$ cat src/hdl/lss_pkg.sv
// Shared constants, codes and types for the LIFO stack with search.
package lss_pkg;

  // Stack geometry
  localparam int STACK_DEPTH = 64;
  localparam int DATA_W      = 32;
  localparam int CNT_W       = $clog2(STACK_DEPTH + 1);
  localparam int POS_W       = (STACK_DEPTH > 2) ? $clog2(STACK_DEPTH) : 1;

  // Fixed result field widths
  localparam int OUT_POS_W = 6;
  localparam int OUT_CNT_W = 7;

  // Match search tree: groups of eight cells
  localparam int GRP     = 8;
  localparam int GRP_W   = 3;
  localparam int NUM_GRP = (STACK_DEPTH + GRP - 1) / GRP;

  // Operation codes
  localparam logic [1:0] OP_PUSH   = 2'd0;
  localparam logic [1:0] OP_POP    = 2'd1;
  localparam logic [1:0] OP_SEARCH = 2'd2;

  // Status codes
  localparam logic [1:0] ST_OK        = 2'd0;
  localparam logic [1:0] ST_EMPTY     = 2'd1;
  localparam logic [1:0] ST_FULL      = 2'd2;
  localparam logic [1:0] ST_NOT_FOUND = 2'd3;

  // Control broadcast to every cell of the row
  typedef struct packed {
    logic                     shift_dn;
    logic                     shift_up;
    logic                     cmp_en;
    logic signed [DATA_W-1:0] cmp_value;
  } cell_ctrl_t;

endpackage

$ cat src/hdl/lss_cell.sv
// One stack cell: holds a word, shifts with its neighbors, compares on search.
module lss_cell (
  input  logic                             clk,
  input  lss_pkg::cell_ctrl_t              ctrl,
  input  logic                             occupied,
  input  logic signed [lss_pkg::DATA_W-1:0] from_above,
  input  logic signed [lss_pkg::DATA_W-1:0] from_below,
  output logic signed [lss_pkg::DATA_W-1:0] data,
  output logic                             hit
);

  logic signed [lss_pkg::DATA_W-1:0] data_r;
  logic                              hit_r;

  // Take the upper neighbor's word on push, the lower one's on pop
  always_ff @(posedge clk) begin
    if (ctrl.shift_dn) begin
      data_r <= from_above;
    end else if (ctrl.shift_up) begin
      data_r <= from_below;
    end
  end

  // Latch the match flag for a search
  always_ff @(posedge clk) begin
    if (ctrl.cmp_en) begin
      hit_r <= occupied && (data_r == ctrl.cmp_value);
    end
  end

  assign data = data_r;
  assign hit  = hit_r;

endmodule

$ cat config.mk
export PLATFORM = sky130hd
export DESIGN_NAME = lss_cell
export DESIGN_NICKNAME = d
export VERILOG_FILES = /design/src/hdl/lss_pkg.sv /design/src/hdl/lss_cell.sv
export SDC_FILE = /design/constraint.sdc
export NUM_CORES = 1
export LEC_CHECK = 0
export BUFFER_PORTS_ARGS = -buffer_cell sky130_fd_sc_hd__buf_4
export CORE_ASPECT_RATIO = 0.75
export CORE_MARGIN = 1
export CORE_UTILIZATION = 36
export DETAILED_ROUTE_END_ITERATION = 6
export PLACE_DENSITY = 0.79
export SLEW_MARGIN = 20
export SYNTH_ARGS = -nofsm -noshare
export SYNTH_HDL_FRONTEND = slang
export SYNTH_SLANG_ARGS = --single-unit
$ cat constraint.sdc
create_clock -name clk -period 1.35 [get_ports clk]
set_clock_uncertainty 0.1 [all_clocks]
set_input_delay 0.0675 -clock clk [delete_from_list [all_inputs] [get_ports clk]]
set_output_delay 0.0675 -clock clk [all_outputs]
set_load 0.01 [all_outputs]
Word-level counts from Yosys, hierarchy flattened
Cells that the tools add are included.
{"block": "totals", "reg_bits": 33, "input_bits": 101}
{"block": "op_classes", "eq_ne": 1, "n_mux": 2, "n_reduce_logical": 2}
{"operator": "two-way mux 32 bit", "n": 2}
{"operator": "== test 32 bit", "n": 1}
{"operator": "nonzero test 2 bit", "n": 1}
{"operator": "logical AND 1 bit", "n": 1}

Logic depth before layout (Yosys ltp)
{"block": "depth", "word_depth": 2, "depth_mapped": 4, "ltp_nobuf": 4}

Worst setup path before layout
Ideal clock, no wire load.
{"block": "synth_path", "kind": "register to register", "start": "reg data_r (netlist bit data[17])", "end": "reg hit_r (netlist: hit) (data pin)", "arrival_ns": 1.137, "slack_ns": -0.037, "stages_incl_launch_ff": 5, "n_path_buf": 0, "synth_period_minus_slack_ns": 1.387, "cell_sequence": "edfxtp_1 > xor2_1 > nor4_1 > nand4_1 > nor3_2"}
{"block": "synth_between", "elab_chain_len": 2}
{"item": "from (decl)", "line_no": "lss_cell.sv:12", "text": "logic signed [lss_pkg::DATA_W-1:0] data_r;"}
{"item": "from (signal assigned)", "line_no": "lss_cell.sv:18", "text": "data_r <= from_above;"}
{"item": "from (signal assigned)", "line_no": "lss_cell.sv:20", "text": "data_r <= from_below;"}
{"item": "== test 32 bit", "line_no": "lss_cell.sv:27", "text": "hit_r <= occupied && (data_r == ctrl.cmp_value);"}
{"item": "logical AND 1 bit", "line_no": "lss_cell.sv:27"}
{"item": "to (signal assigned)", "line_no": "lss_cell.sv:27"}
{"item": "to (decl)", "line_no": "lss_cell.sv:13", "text": "logic hit_r;"}
Every way passes these cells.
A chain may end at the register's enable or synchronous reset.

Final worst setup path
{"block": "layout_path", "start": "reg data_r (netlist bit data[9])", "end": "reg hit_r (netlist: hit) (data pin)"}
The elaborated chain is that of the path after synthesis.

==> flow_metrics.tcl <==
set metrics [dict create \
    top_level_ports 134 \
    antennaDiodeCount 0 \
    rows 21 \
    clkTransAtPathRegs_ns 0.07 \
    synth_nets 215 \
    postSynthCellCount 114 \
    hpwl_um 3550 \
    synth_edf_count 33 \
    grt_pass1_vias 1804 \
    grt_overflow 0 \
    hold_path.class "input pin to flip-flop" \
    die_area_um2 5100 \
    io_buffers 133 \
    fin_crit_ns 1.51 \
    cts_buffers 5 \
    syn2layout_area_growth_pct 103 \
    die_h_um 62.1 \
    slew_headroom_pct 69.8 \
    routabilityCongestion 0.685 \
    yosys.cell_count.top_type "edfxtp_1" \
    synth-seq-cells 33 \
    drt_wl_total_um 5700 \
    post-route-period-util_pct 112 \
    fin_ws_ns -0.161 \
    ir_worst_vdd_uv 645 \
    worstMarginPinSlew_ns 0.454 \
    grt_setup_unrepaired "true" \
    hold_violations 0 \
    crit_path_max_incr_delay_ns 0.42 \
    ctsLongestPathBuffers 2 \
    core_area_um2 4550 \
    ant_nets 0 \
    ys_warn_count 0 \
    critical_path_class "flip-flop to flip-flop" \
    avgSynthCellArea_um2 15.2 \
    synth_largest_area_cell "edfxtp_1" \
    track_usage_pct 22.4 \
    violations "negative setup slack" \
    crit_chain "xor2_1, nor4_1, nand3_1, nor3_2" \
    grt_pass1_wl_um 8140 \
    outcome "complete, but fails checks" \
    worstPathMaxFanout 2 \
    cts_setup_buffers 0 \
    synth_top_area_share_pct 57.2 \
    finalSetupViolCount 1 \
    worstPathRequired_ns 1.38 \
    fmax_mhz 662 \
    syn_area_um2 1730 \
    finalNetCount 418 \
    cp.arrival_ns 1.54 \
    synth_common_cells "33 x edfxtp_1, 32 x mux2_2, 31 x xor2_1" \
    start_util_pct 38.1 \
    crit_path_end_kind "flip-flop" \
    report.final.slew_viol_count 0 \
    cp_slowest_cell "edfxtp_1" \
    cts_tree "done" \
    viasPerCell 4.60 \
    wl_per_cell_um 15.2 \
    clock-sinks 33 \
    critPathTopFamily "simple AND/OR/NAND/NOR gates" \
    maxCapViolations 0 \
    p_leak_uw 0.00158 \
    drc_errors 0 \
    clock-root-buffer "clkbuf_8" \
    fin_cells 374 \
    vias 1722 \
    clock_latency_ns 0.27 \
    yosys.cell_types.count 11 \
    finalPower_uw 2920 \
    htreeDepth 2 \
    start_kind "flip-flop" \
    drive_gt1_share_pct 60.3 \
    yosysSeqAreaShare_pct 57.2 \
    dp_cells 317 \
    synthTopCellsByArea "edfxtp_1 57%, mux2_2 21%, xor2_1 16%, nor4_1 2.5%, buf_2 1.2%" \
    synth-main-ff-cell "edfxtp_1" \
    dr.first_iter.drc_count 39 \
    synthArstFlopShare_pct 0 \
    antenna_found_initial 0 \
    first_pass_iters 4 \
    crit_buf_inv 0 \
    grt_max_degree 33 \
    die_w_um 82.1 \
    p_per_area_nw_per_um2 831 \
]
-- kinds of logic (layout without fill, tap and decap cells) --
logic type	Yosys count	after routing	share of synthesized area [%]
AND/OR/NAND/NOR	13	13	4.69
multiplexers	32	32	20.8
XOR/XNOR	32	32	16.2
buffers and inverters	4	207	1.16
flip-flops	33	33	57.2
-- path summary, 6_finish.rpt --
kind / end / startpoint / slack [ns] / cells past startpoint
worst min-delay path: data[3] / from_below[3] / 0.007 / 2
worst min register to register: hit / data[11] / 0.65 / 3
worst max-delay path: hit / data[9] / -0.16 / 4
worst max register to register: hit / data[9] / -0.16 / 4
-- area by class of cell --
class                      instances  area, um^2
clock buffer                       6        72.6
sequential                        33         991
clock inverter                     1        3.75
fill                             278        1030
tap                               57        71.3
multi-input combinational         77         737
timing repair buffer             200        1640
-- registers in the layout, indices dropped and copies added (netlist names) --
| name | cells |
|---|---|
| hit | 1 |
| data | 32 |
-- cell usage in the layout, fill, tap and decap left out, types with 2 or more instances in the layout --
cell type and instances:
clkbuf_8 5, nor4_1 5, buf_4 149, mux2_2 32
nor4_2 2, dlygate4sd3_1 50, nand3_1 2, xor2_1 31
edfxtp_1 33
-- layer usage --
| layer | track usage, % | up-vias | wire length, um |
|---|---|---|---|
| met4 | 9.27 | 0 | 119 |
| met5 | 0 | - | 0 |
| met2 | 38.8 | 105 | 2810 |
| met3 | 9.34 | 14 | 641 |
| li1 | - | 832 | - |
| met1 | 24.8 | 771 | 2120 |
-- power breakdown --
part           switching (uW)  internal (uW)  leakage (uW)
Combinational             313            597       0.00120
Clock                     328            347     0.0000387
Sequential               74.8           1260      0.000337
-- repair_timing --
item                                    in CTS  in global routing
hold endpoints to repair                    24                  2
hold buffers                                47                  3
pin swaps                                    1                  0
gates resized for setup                      2                  0
endpoints found under the setup margin       1                  1
-- through the flow --
| step | TNS [ns] | hold slack (ns) | utilization [%] | setup WS, ns | area, um^2 |
|---|---|---|---|---|---|
| finish | -0.161 | 0.00708 | 77.3 | -0.161 | 3510 |
| floorplan | -0.0148 | 0.0800 | - | -0.0148 | 1740 |
| CTS | -0.167 | 0.000284 | 76.7 | -0.167 | 3480 |
| global route | -0.268 | 0.000859 | 77.3 | -0.268 | 3510 |
| global placement | -0.158 | 0.167 | 64.4 | -0.158 | 2930 |
| detailed placement | -0.196 | 0.174 | 64.4 | -0.196 | 2930 |
Power figures use the tool's default switching activity.
