**src/hdl/lss_pkg.sv**
```systemverilog
// Shared constants, codes and types for the LIFO stack with search.
package lss_pkg;

  // Stack geometry
  localparam int STACK_DEPTH = 64;
  localparam int DATA_W      = 32;
  localparam int CNT_W       = $clog2(STACK_DEPTH + 1);
  localparam int POS_W       = (STACK_DEPTH > 2) ? $clog2(STACK_DEPTH) : 1;

  // Fixed result field widths
  localparam int OUT_POS_W = 6;
  localparam int OUT_CNT_W = 7;

  // Match search tree: groups of eight cells
  localparam int GRP     = 8;
  localparam int GRP_W   = 3;
  localparam int NUM_GRP = (STACK_DEPTH + GRP - 1) / GRP;

  // Operation codes
  localparam logic [1:0] OP_PUSH   = 2'd0;
  localparam logic [1:0] OP_POP    = 2'd1;
  localparam logic [1:0] OP_SEARCH = 2'd2;

  // Status codes
  localparam logic [1:0] ST_OK        = 2'd0;
  localparam logic [1:0] ST_EMPTY     = 2'd1;
  localparam logic [1:0] ST_FULL      = 2'd2;
  localparam logic [1:0] ST_NOT_FOUND = 2'd3;

  // Control broadcast to every cell of the row
  typedef struct packed {
    logic                     shift_dn;
    logic                     shift_up;
    logic                     cmp_en;
    logic signed [DATA_W-1:0] cmp_value;
  } cell_ctrl_t;

endpackage

```
**src/hdl/lss_first_hit.sv**
```systemverilog
// Registered two-level search for the first set hit flag, counted from the top.
module lss_first_hit (
  input  logic                             clk,
  input  logic [lss_pkg::STACK_DEPTH-1:0]  hit,
  output logic                             found,
  output logic [lss_pkg::POS_W-1:0]        pos
);

  logic [lss_pkg::NUM_GRP*lss_pkg::GRP-1:0] hit_pad;
  logic [lss_pkg::NUM_GRP-1:0]              grp_any_r;
  logic [lss_pkg::GRP_W-1:0]                grp_idx_r [lss_pkg::NUM_GRP];
  logic [lss_pkg::NUM_GRP-1:0]              grp_any_nxt;
  logic [lss_pkg::GRP_W-1:0]                grp_idx_nxt [lss_pkg::NUM_GRP];

  assign hit_pad = (lss_pkg::NUM_GRP*lss_pkg::GRP)'(hit);

  // First stage: lowest hit inside each group of eight
  always_comb begin
    for (int g = 0; g < lss_pkg::NUM_GRP; g++) begin
      grp_any_nxt[g] = 1'b0;
      grp_idx_nxt[g] = '0;
      for (int k = lss_pkg::GRP - 1; k >= 0; k--) begin
        if (hit_pad[g*lss_pkg::GRP + k]) begin
          grp_any_nxt[g] = 1'b1;
          grp_idx_nxt[g] = lss_pkg::GRP_W'(k);
        end
      end
    end
  end

  always_ff @(posedge clk) begin
    grp_any_r <= grp_any_nxt;
    for (int g = 0; g < lss_pkg::NUM_GRP; g++) begin
      grp_idx_r[g] <= grp_idx_nxt[g];
    end
  end

  // Second stage: lowest group that holds a hit
  always_comb begin
    found = 1'b0;
    pos   = '0;
    for (int g = lss_pkg::NUM_GRP - 1; g >= 0; g--) begin
      if (grp_any_r[g]) begin
        found = 1'b1;
        pos   = lss_pkg::POS_W'(g * lss_pkg::GRP) + lss_pkg::POS_W'(grp_idx_r[g]);
      end
    end
  end

endmodule

```
**config.mk**
```make
export PLATFORM = sky130hd
export DESIGN_NAME = lss_first_hit
export DESIGN_NICKNAME = d
export VERILOG_FILES = /design/src/hdl/lss_pkg.sv /design/src/hdl/lss_first_hit.sv
export SDC_FILE = /design/constraint.sdc
export NUM_CORES = 1
export LEC_CHECK = 0
export ABC_AREA = 0
export BUFFER_PORTS_ARGS = -buffer_cell sky130_fd_sc_hd__buf_4
export CELL_PAD_IN_SITES_DETAIL_PLACEMENT = 1
export CELL_PAD_IN_SITES_GLOBAL_PLACEMENT = 2
export CORE_UTILIZATION = 26
export CTS_CLUSTER_DIAMETER = 50
export DETAILED_ROUTE_END_ITERATION = 8
export GPL_TIMING_DRIVEN = 1
export PLACE_DENSITY_LB_ADDON = 0.1
export REMOVE_ABC_BUFFERS = 1
export SYNTH_ARGS = -nofsm -noshare
export SYNTH_HDL_FRONTEND = slang
export SYNTH_SLANG_ARGS = --single-unit
```
**constraint.sdc**
```tcl
create_clock -name clk -period 3.5 [get_ports clk]
set_clock_uncertainty 0.15 [all_clocks]
set_input_delay 0 -clock clk [delete_from_list [all_inputs] [get_ports clk]]
set_output_delay 0 -clock clk [all_outputs]
set_load 0.05 [all_outputs]
```
* Word level (Yosys, flattened, before mapping)
Memory sizes are Yosys's and may differ from the RTL's. Index checks and enable logic that the tools add are counted.
Operators by class: shift operators 0, divide/modulo/power cells 0, multiplexer cells 88, add/sub/neg operators 7, $lt $le $gt $ge 0, reduce and logical (&&, ||, !) cells 8, multipliers 0, bitwise logic cells 0, equal/unequal tests 0
Operators by type and width (number):
- $mux W3 | 64
- $reduce_or A7 Y1 | 8
- $mux W6 | 8
- $mux W1 | 16
- $add A5 B3 Y6 const A | 2
- $add A6 B3 Y6 const A | 2
- $add A5 B4 Y6 const A | 1
- $add A4 B3 Y5 const A | 1
- $add A4 B4 Y5 const A | 1
Word-level totals: input bits 65, memories 1, latch bits 0, bits in read-only memories 0, output and inout port bits 7, flip-flop bits (word level) 8, word-level logic and storage cells 112, memory bits (writable) 24
Memory list:
- grp_idx_r | words 8, width 3, rd ports 8, clocked after Yosys merged registers in 0, wr ports 8, RTL line lss_first_hit.sv:11 | logic [lss_pkg::GRP_W-1:0] grp_idx_r [lss_pkg::NUM_GRP];

* Longest topological paths before layout
depth in word-level cells 9, mapped depth 4, gate-level depth less buffers 4

* Worst setup path after synthesis
Ideal clock, no wire load.
kind register to output, start point reg grp_any_r[5] in the netlist's numbering, end point out pos[0] in the netlist's numbering, data required time 3.350 ns, cell stages (with the launch flop) 5, setup slack 1.477 ns, data arrival time 1.872 ns, buffers on the path 0, cells stage by stage dfxtp_1 or2b_2 o22ai_1 or4_1 a31oi_1
On the way: longest elaborated chain between the ends 6
Ends and longest elaborated chain:
- start: declaration | RTL line lss_first_hit.sv:10 | logic [lss_pkg::NUM_GRP-1:0] grp_any_r;
- start signal: assignment | RTL line lss_first_hit.sv:32 | grp_any_r <= grp_any_nxt;
- $mux W6 (6 in a row) | RTL line lss_first_hit.sv:43 | if (grp_any_r[g]) begin
- end: declaration | RTL line lss_first_hit.sv:6 | output logic [lss_pkg::POS_W-1:0] pos
Every way passes these cells.

* Worst setup path in the final report
start point in hit[50] in the netlist's numbering, end point reg grp_any_r[6] in the netlist's numbering
On the way: longest elaborated chain between the ends 1
Ends and longest elaborated chain:
- start: declaration | RTL line lss_first_hit.sv:4 | input logic [lss_pkg::STACK_DEPTH-1:0] hit,
- $reduce_or A7 Y1 (no line)
Every way passes these cells. A chain may end at the register's enable or synchronous reset.

==> summary.md <==
| Metric | Value |
|---|---|
| Worst setup EP type | flip-flop |
| CP Data Arrival Time | 2.35 ns |
| Min-Delay Path Class | primary input to flip-flop |
| Max-slew violation count | 0 |
| Row count | 26 |
| Layout cells sized above 1 | 24.62% |
| Status | complete, no violations |
| Final hold vios | 0 |
| Fillers | 634 |
| Starting density of the core | 27.83% |
| Flops & latches, synth | 32 |
| CP required | 3.52 ns |
| Tot GR Track Use | 18.00% |
| Worst-Margin Slew | 0.4332 ns |
| Slowest cell on crit path | dlygate4sd3_1 |
| Antenna viol nets, final | 0 |
| Vias in the first global route | 1960 |
| Synthesized area | 1458 sq um |
| DR vias/cell | 4.675 |
| Postcts setup bufs | 0 |
| Critical path startpoint category | primary input |
| Ys Warns | 0 |
| Chip Height | 76.88 um |
| Top-area cell type share of the netlist area | 43.95% |
| Fmax | 0.4300 GHz |
| Die area | 5910 sq um |
| P per Cell Area | 293.1 nW/um^2 |
| Synth Flop Type | dfxtp_1 |
| Comb power frac | 21.6% |
| CTS root buf | clkbuf_8 |
| Setup TNS | 0 ns |
| Overall die width | 76.88 um |
| CTS Buffer Depth | 2 |
| Max_cap viols | 0 |
| Slowest Stage Delay on Critical Path | 0.67 ns |
| Slew HR | 70.85% |
| Final nets | 397 |
| Gpl congestion | 0.7105 |
| Port-buffer cells | 71 |
| Critical path fanouts, max | 3 |
| Clock Power Share | 33.0% |
| Area delta synth->final | 97.77% |
| First-pass GRT wire length | 8266 um |
| Final period util | 66.45% |
| # diodes | 0 |
| TritonRoute pass-1 iters | 4 |
| Routed wire length | 5034 um |
| CTS tree | built |
| DRC | 0 |
| RSZ-0062 raised after global routing | false |
| Io pins | 72 |
| CP most frequent cell | dlygate4sd3_1 |
| Syn avg cell area | 7.965 sq um |
| Ys async rst share | 0% |
| Number of enable flip-flop cells after synthesis | 0 |
| Core ar. | 5238 sq um |
| Cell type with the largest total area after synthesis | dfxtp_1 |
| Flop pwr share | 45.4% |
| Maximum vdd ir drop | 0.1251 mV |
| Initial antenna violation count | 0 |
| Seq/Total Area, Yosys | 43.95% |
| Top post-synthesis cells by area | dfxtp_1 (44%), nor3_1 (8.6%), nor4_1 (6.9%) |
| Final Util | 55.04% |
| Final setup vio count | 0 |
| Tot Pwr | 0.8449 mW |
| Internal Pwr Total | 0.6317 mW |
| Period minus WS final | 2.326 ns |
| Clock Sinks | 32 |
| Critical path class | primary input to flip-flop |
| Yosys cell types | 23 |
| H-tree lvl count | 2 |
| Vias | 1884 |
| Net Sw Power | 0.2132 mW |
| Largest net degree at the start of global routing | 12 |
| Sw Share | 25.24% |
| Drt wl/cell | 12.49 um |
| Total gr overflow | 0 |
| Syn Inst Count | 183 |
| Cell leakage power | 1.319 nW |
| Cell Chain, Critical Path | dlygate4sd3_1 > buf_4 > nor4_1 > dlygate4sd3_1 > nand2_1 > dlygate4sd3_1 |
| Clock Pin Slew Worst Setup and Hold Paths | 0.07 ns |
| TritonCTS Buffers | 5 |
| Detailed Route Iter0 Violations | 48 |
| Hpwl dp | 3194 um |
cells in the final DEF, fill, tap and decap left out:
cell           count
dlygate4sd3_1     72
buf_4             71
dfxtp_1           32
nor3_1            25
inv_1             19
nor4_1            16
a21oi_1           16
nor2_1            13
nand2_1           11
nand2b_1           8
o21bai_1           8
nor2b_1            8
o22ai_1            6
clkbuf_8           5
a221oi_1           3
or4_1              3
a22oi_1            3
a31oi_1            3
o21ai_0            2
clkinv_2           2
or2_2              1
and2_1             1
nor2b_4            1
a211o_1            1
or2b_2             1
nand3_1            1
clkinv_4           1
registers in the layout, summed over array words and instances, names as in the netlist:
signal,count
grp_any_r,8
grp_idx_r,24
power by group through the flow:
stage          clock network (mW)  logic, mW  registers [mW]
6_report                    0.279      0.183           0.384
5_1_grt                     0.309      0.199           0.385
4_1_cts                     0.285      0.178           0.384
3_5_place_dp                    0      0.127           0.392
3_3_place_gp                    0      0.126           0.392
2_1_floorplan                   0     0.0443           0.390
final timing paths:
kind	from	endpoint	slack, ns	cells after the start
max	hit[50]	grp_any_r[6]	1.17	6
min	hit[31]	grp_any_r[3]	0.31	4
Yosys cell counts (2+ instances only):
cell type / n
dfxtp_1: 32
nor3_1: 25
inv_1: 19
a21oi_1: 16
nor4_1: 16
nor2_1: 13
nand2_1: 11
nand2b_1: 8
nor2b_1: 8
o21bai_1: 8
o22ai_1: 6
a221oi_1: 3
a22oi_1: 3
a31oi_1: 3
or4_1: 3
o21ai_0: 2
final cells by class:
type | instances | area [sq um] | area share (%)
Clock buffer | 5 | 68.82 | 2.387
Clock inverter | 3 | 18.77 | 0.6510
Inverter | 19 | 71.32 | 2.474
Multi-Input combinational cell | 131 | 742.0 | 25.74
Sequential cell | 32 | 640.6 | 22.22
Tap cell | 70 | 87.58 | 3.038
Timing Repair Buffer | 143 | 1254 | 43.49
critical path: cells and delay by family:
kind	cells	cell delay (ns)
simple gates	2	0.42
buf+inv	4	1.93
per-layer routing:
layer,GRT usage (%),share of wire (%),vias to the layer above
met1,17.57,39,869
met4,7.885,1.5,0
met2,35.45,55,52
met3,4.048,4.2,8
met5,0,0,-
li1,-,-,955
through the flow:
step                      setup WS [ns]  hold WS [ns]  instances  area [sq um]
final                             1.174        0.3133        403          2883
after global routing              1.107        0.3287        403          2883
after CTS                         1.348        0.3108        403          2883
after detailed placement          1.833       0.02806        323          2074
after global placement            1.894       0.03034        323          2074
after floorplan                   1.478      -0.08093        182          1454
cell families (layout without fill, tap and decap cells):
| logic type | Yosys count | count (layout) | synth area share, % |
|---|---|---|---|
| and+or+nand+nor | 89 | 89 | 32.79 |
| DFF | 32 | 32 | 43.95 |
| AOI/OAI and AO/OA | 42 | 42 | 18.11 |
| buffers and inverters | 20 | 170 | 5.150 |
timing repair:
item / CTS / global route
resized for setup: 0 / 0
hold buffers: 72 / 0
setup endpoints to repair: 0 / 0
hold endpoints to repair: 32 / 0
Power figures use the tool's default switching activity.
